<file path="src/design/rma_pkg.sv">
package rma_pkg;

  // Field and register widths
  localparam int unsigned DATA_W    = 32;
  localparam int unsigned ACT_W     = 3;
  localparam int unsigned TWR_W     = 2;
  localparam int unsigned CFG_IDX_W = 3;
  localparam int unsigned KLEN_W    = 6;

  // Pipeline shape: two remainder bits per stage, Barrett chain is eight stages
  localparam int unsigned DIV_STEPS  = DATA_W / 2;
  localparam int unsigned MUL_STAGES = 8;
  localparam int unsigned LAST_STAGE = DIV_STEPS;

  // Action codes
  localparam logic [ACT_W-1:0] ACT_ADD  = 3'd0;
  localparam logic [ACT_W-1:0] ACT_SUB  = 3'd1;
  localparam logic [ACT_W-1:0] ACT_MUL  = 3'd2;
  localparam logic [ACT_W-1:0] ACT_RED  = 3'd3;
  localparam logic [ACT_W-1:0] ACT_LIFT = 3'd4;

  // Register map
  localparam logic [CFG_IDX_W-1:0] REG_MODULUS_BASE = 3'd0;
  localparam logic [CFG_IDX_W-1:0] REG_MU_BASE      = 3'd4;

  localparam logic [DATA_W-1:0] MODULUS_RST = 32'd2;
  localparam logic [DATA_W+1:0] MODULUS3_RST = 34'd6;
  localparam logic [KLEN_W-1:0] KLEN_RST = 6'd2;

  typedef logic [DATA_W-1:0]   word_t;
  typedef logic [2*DATA_W-1:0] dword_t;
  typedef logic [DATA_W+1:0]   word3_t;
  typedef logic [KLEN_W-1:0]   klen_t;
  typedef logic [LAST_STAGE:0] stage_en_t;

  // Operands and tower constants of one item after the tower lookup
  typedef struct packed {
    word_t          a;
    word_t          b;
    word_t          q;
    word3_t         q3;
    logic [DATA_W:0] mu;
    klen_t          klen;
  } item_t;

  // Stage enables and the valid bit of the last stage
  typedef struct packed {
    stage_en_t en;
    logic      last_valid;
  } pipe_ctl_t;

  function automatic klen_t bit_length(input word_t v);
    klen_t n;
    n = '0;
    for (int i = 0; i < DATA_W; i++) begin
      if (v[i]) begin
        n = klen_t'(i + 1);
      end
    end
    return n;
  endfunction

endpackage

</file>
<file path="src/design/rma_ctrl.sv">
module rma_ctrl (
  input  logic               clk,
  input  logic               rst_n,
  input  logic               in_valid,
  input  logic               out_ready,
  output rma_pkg::pipe_ctl_t ctl
);

  logic [rma_pkg::LAST_STAGE:0] vld_r;
  logic [rma_pkg::LAST_STAGE:0] vld_nxt;
  rma_pkg::stage_en_t           en;

  // A stage loads unless it and every stage after it hold a beat and the sink stalls
  for (genvar j = 0; j <= rma_pkg::LAST_STAGE; j++) begin : g_en
    assign en[j] = out_ready || !(&vld_r[rma_pkg::LAST_STAGE:j]);
  end

  // Advance valid bits with the data, squeezing out bubbles
  always_comb begin
    vld_nxt = vld_r;
    if (en[0]) begin
      vld_nxt[0] = in_valid;
    end
    for (int j = 1; j <= rma_pkg::LAST_STAGE; j++) begin
      if (en[j]) begin
        vld_nxt[j] = vld_r[j-1];
      end
    end
  end

  always_ff @(posedge clk) begin
    if (!rst_n) begin
      vld_r <= '0;
    end else begin
      vld_r <= vld_nxt;
    end
  end

  assign ctl.en         = en;
  assign ctl.last_valid = vld_r[rma_pkg::LAST_STAGE];

endmodule

</file>
<file path="config.mk">
export PLATFORM = sky130hd
export DESIGN_NAME = rma_ctrl
export DESIGN_NICKNAME = d
export VERILOG_FILES = /design/src/design/rma_pkg.sv /design/src/design/rma_ctrl.sv
export SDC_FILE = /design/constraint.sdc
export NUM_CORES = 1
export LEC_CHECK = 0
export ABC_AREA = 1
export BUFFER_PORTS_ARGS = -buffer_cell sky130_fd_sc_hd__buf_2
export CORE_AREA = 2 2 44 46
export CTS_CLUSTER_SIZE = 20
export DETAILED_ROUTE_END_ITERATION = 10
export DIE_AREA = 0 0 46 48
export GPL_ROUTABILITY_DRIVEN = 0
export PLACE_DENSITY = 0.73
export SYNTH_ARGS = -nofsm -noshare
export SYNTH_HDL_FRONTEND = slang
export SYNTH_SLANG_ARGS = --single-unit
</file>
<file path="constraint.sdc">
create_clock -name clk -period 1.5 [get_ports clk]
set_input_delay 0.3 -clock clk [delete_from_list [all_inputs] [get_ports clk]]
set_output_delay 0.3 -clock clk [all_outputs]
set_load 0.01 [all_outputs]
</file>
# --- Yosys cells after proc, flatten, opt, wreduce, memory -nomap -nowiden ---
# Index checks and enable logic that the tools add are counted.
# Widths: inputs -> output; s select.
word_totals:
  reg_bits: 17
  in_bits: 4
  output_inout_bits: 18
op_classes:
  reduce_logical: 50
ops:
  columns: ["operator", "count"]
  rows:
  - ["$logic_not 1->1", 17]
  - ["$logic_or 1x1->1", 17]
  - ["$reduce_and 17->1", 1]
  - ["$reduce_and 16->1", 1]
  - ["$reduce_and 15->1", 1]
  - ["$reduce_and 14->1", 1]
  - ["$reduce_and 13->1", 1]
  - ["$reduce_and 12->1", 1]
  - ["$reduce_and 11->1", 1]
  - ["$reduce_and 10->1", 1]
  - ["$reduce_and 9->1", 1]
  - ["$reduce_and 8->1", 1]
  - ["$reduce_and 7->1", 1]
  - ["$reduce_and 6->1", 1]
  - ["$reduce_and 5->1", 1]
  - ["$reduce_and 4->1", 1]
  - ["$reduce_and 3->1", 1]
  - ["$reduce_and 2->1", 1]

# --- Longest topological paths before layout ---
depth:
  ltp_word: 3
  mapped_depth: 7
  mapped_depth_nobuf: 7

# --- Worst setup path after synthesis ---
# OpenSTA, ideal clock, no wires.
synth_timing:
  kind: "flip-flop to output port"
  from: "register vld_r[14] (netlist bit)"
  to: "output port ctl[4] (netlist bit)"
  arrival_time_ps: 1033
  t_required_ps: 1200
  setup_slack_ps: 167
  path_stages_with_launch: 7
  path_cell_list: "dfxtp_1 -> nand2_2 -> inv_2 -> nand2_1 -> nor2_2 -> nand3b_2 -> or2_1"
synth_lines:
  columns: ["element", "line_no", "rtl"]
  rows:
  - ["start: declaration", "rma_ctrl.sv:9", "logic [rma_pkg::LAST_STAGE:0] vld_r;"]
  - ["start signal: assignment", "rma_ctrl.sv:35", "vld_r <= vld_nxt;"]
  - ["end: declaration", "rma_ctrl.sv:6", "output rma_pkg::pipe_ctl_t ctl"]

==> qor.yml <==
sta:
  hold_violation_count_in_the_final_report: 0
  max_freq_ghz: 0.5915
  layout_setup_ws_ps: -190.5
  tightest_slew_ps: 562.9
  maxSlewHeadroom_pct: 62.43
  final-setup-viol-count: 15
  finClkSkew_ps: 13.35
  period_utilisation_layout_pct: 112.7
  finalWorstPathRequiredPeriod_ps: 1691
  setup_repair_after_global_routing_missed_its_margin: "yes"
  finalMaxSlewViolations: 0
critical_path:
  critPathMaxFanout: 5
  timing.critical_path.required_ps: 1200
  worstSetupPathType: "reg2out"
  max_stage_delay_on_crit_path_ps: 400
  cp_slowest_cell: "sky130_fd_sc_hd__dfxtp_4"
  cell_chain_critical_path: "nand2_4 > nor2_4 > nand3_4 > clkinv_4 > nand4_1 > buf_2"
  timing.critical_path.from_type: "flip-flop"
  timing.reg2reg.setup_slack_ps: 250
  worst_setup_path_end_kind: "output port"
  worstPathArrival_ps: 1390
power_and_ir_drop:
  peakVddDrop_v: 0.0004888
  power-per-cell-area_mw_per_mm2: 560.4
  power.leakage_nw: 0.5693
  design_power_total_w: 0.0007306
detailed_routing:
  drt_first_iter_violations: 28
  drt.antenna.violating_nets: 0
  detail_route.drc_violations: 0
  routed-via-count: 926
  drt-pass1-iter-count: 4
  viasPerCell: 5.173
  wl_um: 2494
  post_drt_wl_per_cell_um: 13.93
synthesis:
  synth-warning-count: 0
  synth.ff_latch_count: 17
  dominantRegCellSynth: "sky130_fd_sc_hd__dfxtp_1"
  synth_top_cells_by_area: "sky130_fd_sc_hd__dfxtp_1 (41%), sky130_fd_sc_hd__inv_1 (11%), sky130_fd_sc_hd__nand2_1 (11%), sky130_fd_sc_hd__a21oi_1 (7.2%), sky130_fd_sc_hd__nor2_1 (7.2%)"
  syn_area_um2: 829.5
  netlist.top_cell.by_area: "sky130_fd_sc_hd__dfxtp_1"
  synth-seq-area-share_pct: 41.03
  synthesis.nets: 126
  netlist.area_leader.share_pct: 41.03
  synth.distinct_cells: 20
  syn-mean-instance-area_um2: 6.800
  async_flop_share_pct: 0
  synth_common_cells: "sky130_fd_sc_hd__inv_1 (24), sky130_fd_sc_hd__nand2_1 (24), sky130_fd_sc_hd__dfxtp_1 (17)"
  synth_enable_flop_cells: 0
  syn_inst: 122
floorplan:
  initial_utilization_pct: 49.11
  core_area_mm2: 0.001689
  floorplan.die.width_um: 46
  top_level_ports: 22
  std_cell_rows: 15
  overall_die_area_mm2: 0.002208
  die_height_um: 48
grt:
  grt_first_pass_wirelength_um: 3470
  grt.total_usage_pct: 22.21
  antenna_found_initial: 0
  grt_overflow: 0
  first_global_vias: 832
  grt_start_max_net_pins: 17
finish:
  fin_area_mm2: 0.001304
  final_nets: 167
  area_growth_pct: 57.16
  fin_cells: 179
  reg_top3: "vld_r x17"
  total_inserted_antenna_cells: 0
  largest_register_ffs: 17
  max_flop_register: "vld_r"
  drive_gt1_share_pct: 54.94
cts:
  h_tree_depth: 1
  cts_hold_buffers: 0
  clk_path_buf_depth: 2
  tritoncts: "yes"
  insertion_delay_ps: 300
  cts-buffers-inserted: 3
  clock_tree.root_cell: "sky130_fd_sc_hd__clkbuf_4"
  sinks_on_clock_net: 17
  cts.reportedPaths.clkPinSlew_ps: 110
place:
  detailedPlacementHpwl_um: 1352
  preCtsSetupSlack_ps: 47.86
  port_buffers: 21
  dpl_cell_area_um2: 974.7
  post-place-cells: 162
min_path:
  worst_hold_path_type: "in2reg"
status:
  violations: "setup timing"
  outcome: "complete, but fails checks"
flow_run:
  drv.max_cap_violation_count: 0
## layout make-up
cell class                 instances  area [um^2]
timing repair buffer              38        292.8
tap                               17        21.27
sequential                        17        374.1
fill                             121        385.4
inverter                          27        107.6
multi-input combinational         76        480.5
clock buffer                       3        22.52
clock inverter                     1        5.005
## worst max-delay path: cells and delay by family (launching register included)
family | cells | cell delay [ps]
buffers and inverters | 2 | 250
flip-flops | 1 | 400
AND/OR/NAND/NOR | 4 | 440
## power breakdown
group,switching (W),internal (W),total (W)
clock network,0.000155,0.0000995,0.000255
logic,0.0000191,0.00000770,0.0000268
registers,0.00000390,0.000445,0.000449
## logic make-up after synthesis
| kind of cell | share of synthesized area (%) |
|---|---|
| simple gates | 34.84 |
| buf+inv | 13.88 |
| flops | 41.03 |
| compound gates | 10.26 |
## worst paths after layout
kind,from,depth (start not counted),end
max reg2reg,vld_r[14]$_SDFFE_PN0P_,7,vld_r[2]$_SDFFE_PN0P_
min reg2reg,vld_r[10]$_SDFFE_PN0P_,2,vld_r[11]$_SDFFE_PN0P_
max,vld_r[16]$_SDFFE_PN0P_,6,ctl[3]
min,in_valid,3,vld_r[0]$_SDFFE_PN0P_
## through the flow
| stage | TNS [ps] | hold WS (ps) | util, % |
|---|---|---|---|
| floorplan | 0 | 417.5 | - |
| global placement | 0 | 438.7 | 57.70 |
| detailed placement | 0 | 450.7 | 57.70 |
| CTS | -1284 | 218.2 | 71.78 |
| global route | -2738 | 212.6 | 77.19 |
| finish | -1961 | 202.5 | 77.19 |
## layer usage
| metal | GRT usage (%) | share of wire, % | vias up |
|---|---|---|---|
| met3 | 5.283 | 6.6 | 4 |
| met1 | 26.41 | 41 | 435 |
| met4 | 10.29 | 1.2 | 0 |
| li1 | - | - | 452 |
| met2 | 37.78 | 51 | 35 |
| met5 | 0 | 0 | - |
## cells in the final DEF (no fill, tap or decap), drive strengths merged
master / count
o21a: 1
or2: 1
clkinv: 3
buf: 38
a21oi: 14
nand2: 29
nand3: 7
inv: 25
clkbuf: 3
dfxtp: 17
nor2: 18
nand3b: 2
nand4: 4
## repair_timing
| item | CTS | global route |
|---|---|---|
| gates resized for setup | 46 | 18 |
| pin swaps | 9 | 8 |
| setup endpoints to repair | 14 | 15 |
| buffers inserted | 10 | 5 |
Note: power is estimated with default switching activity, not from simulation.
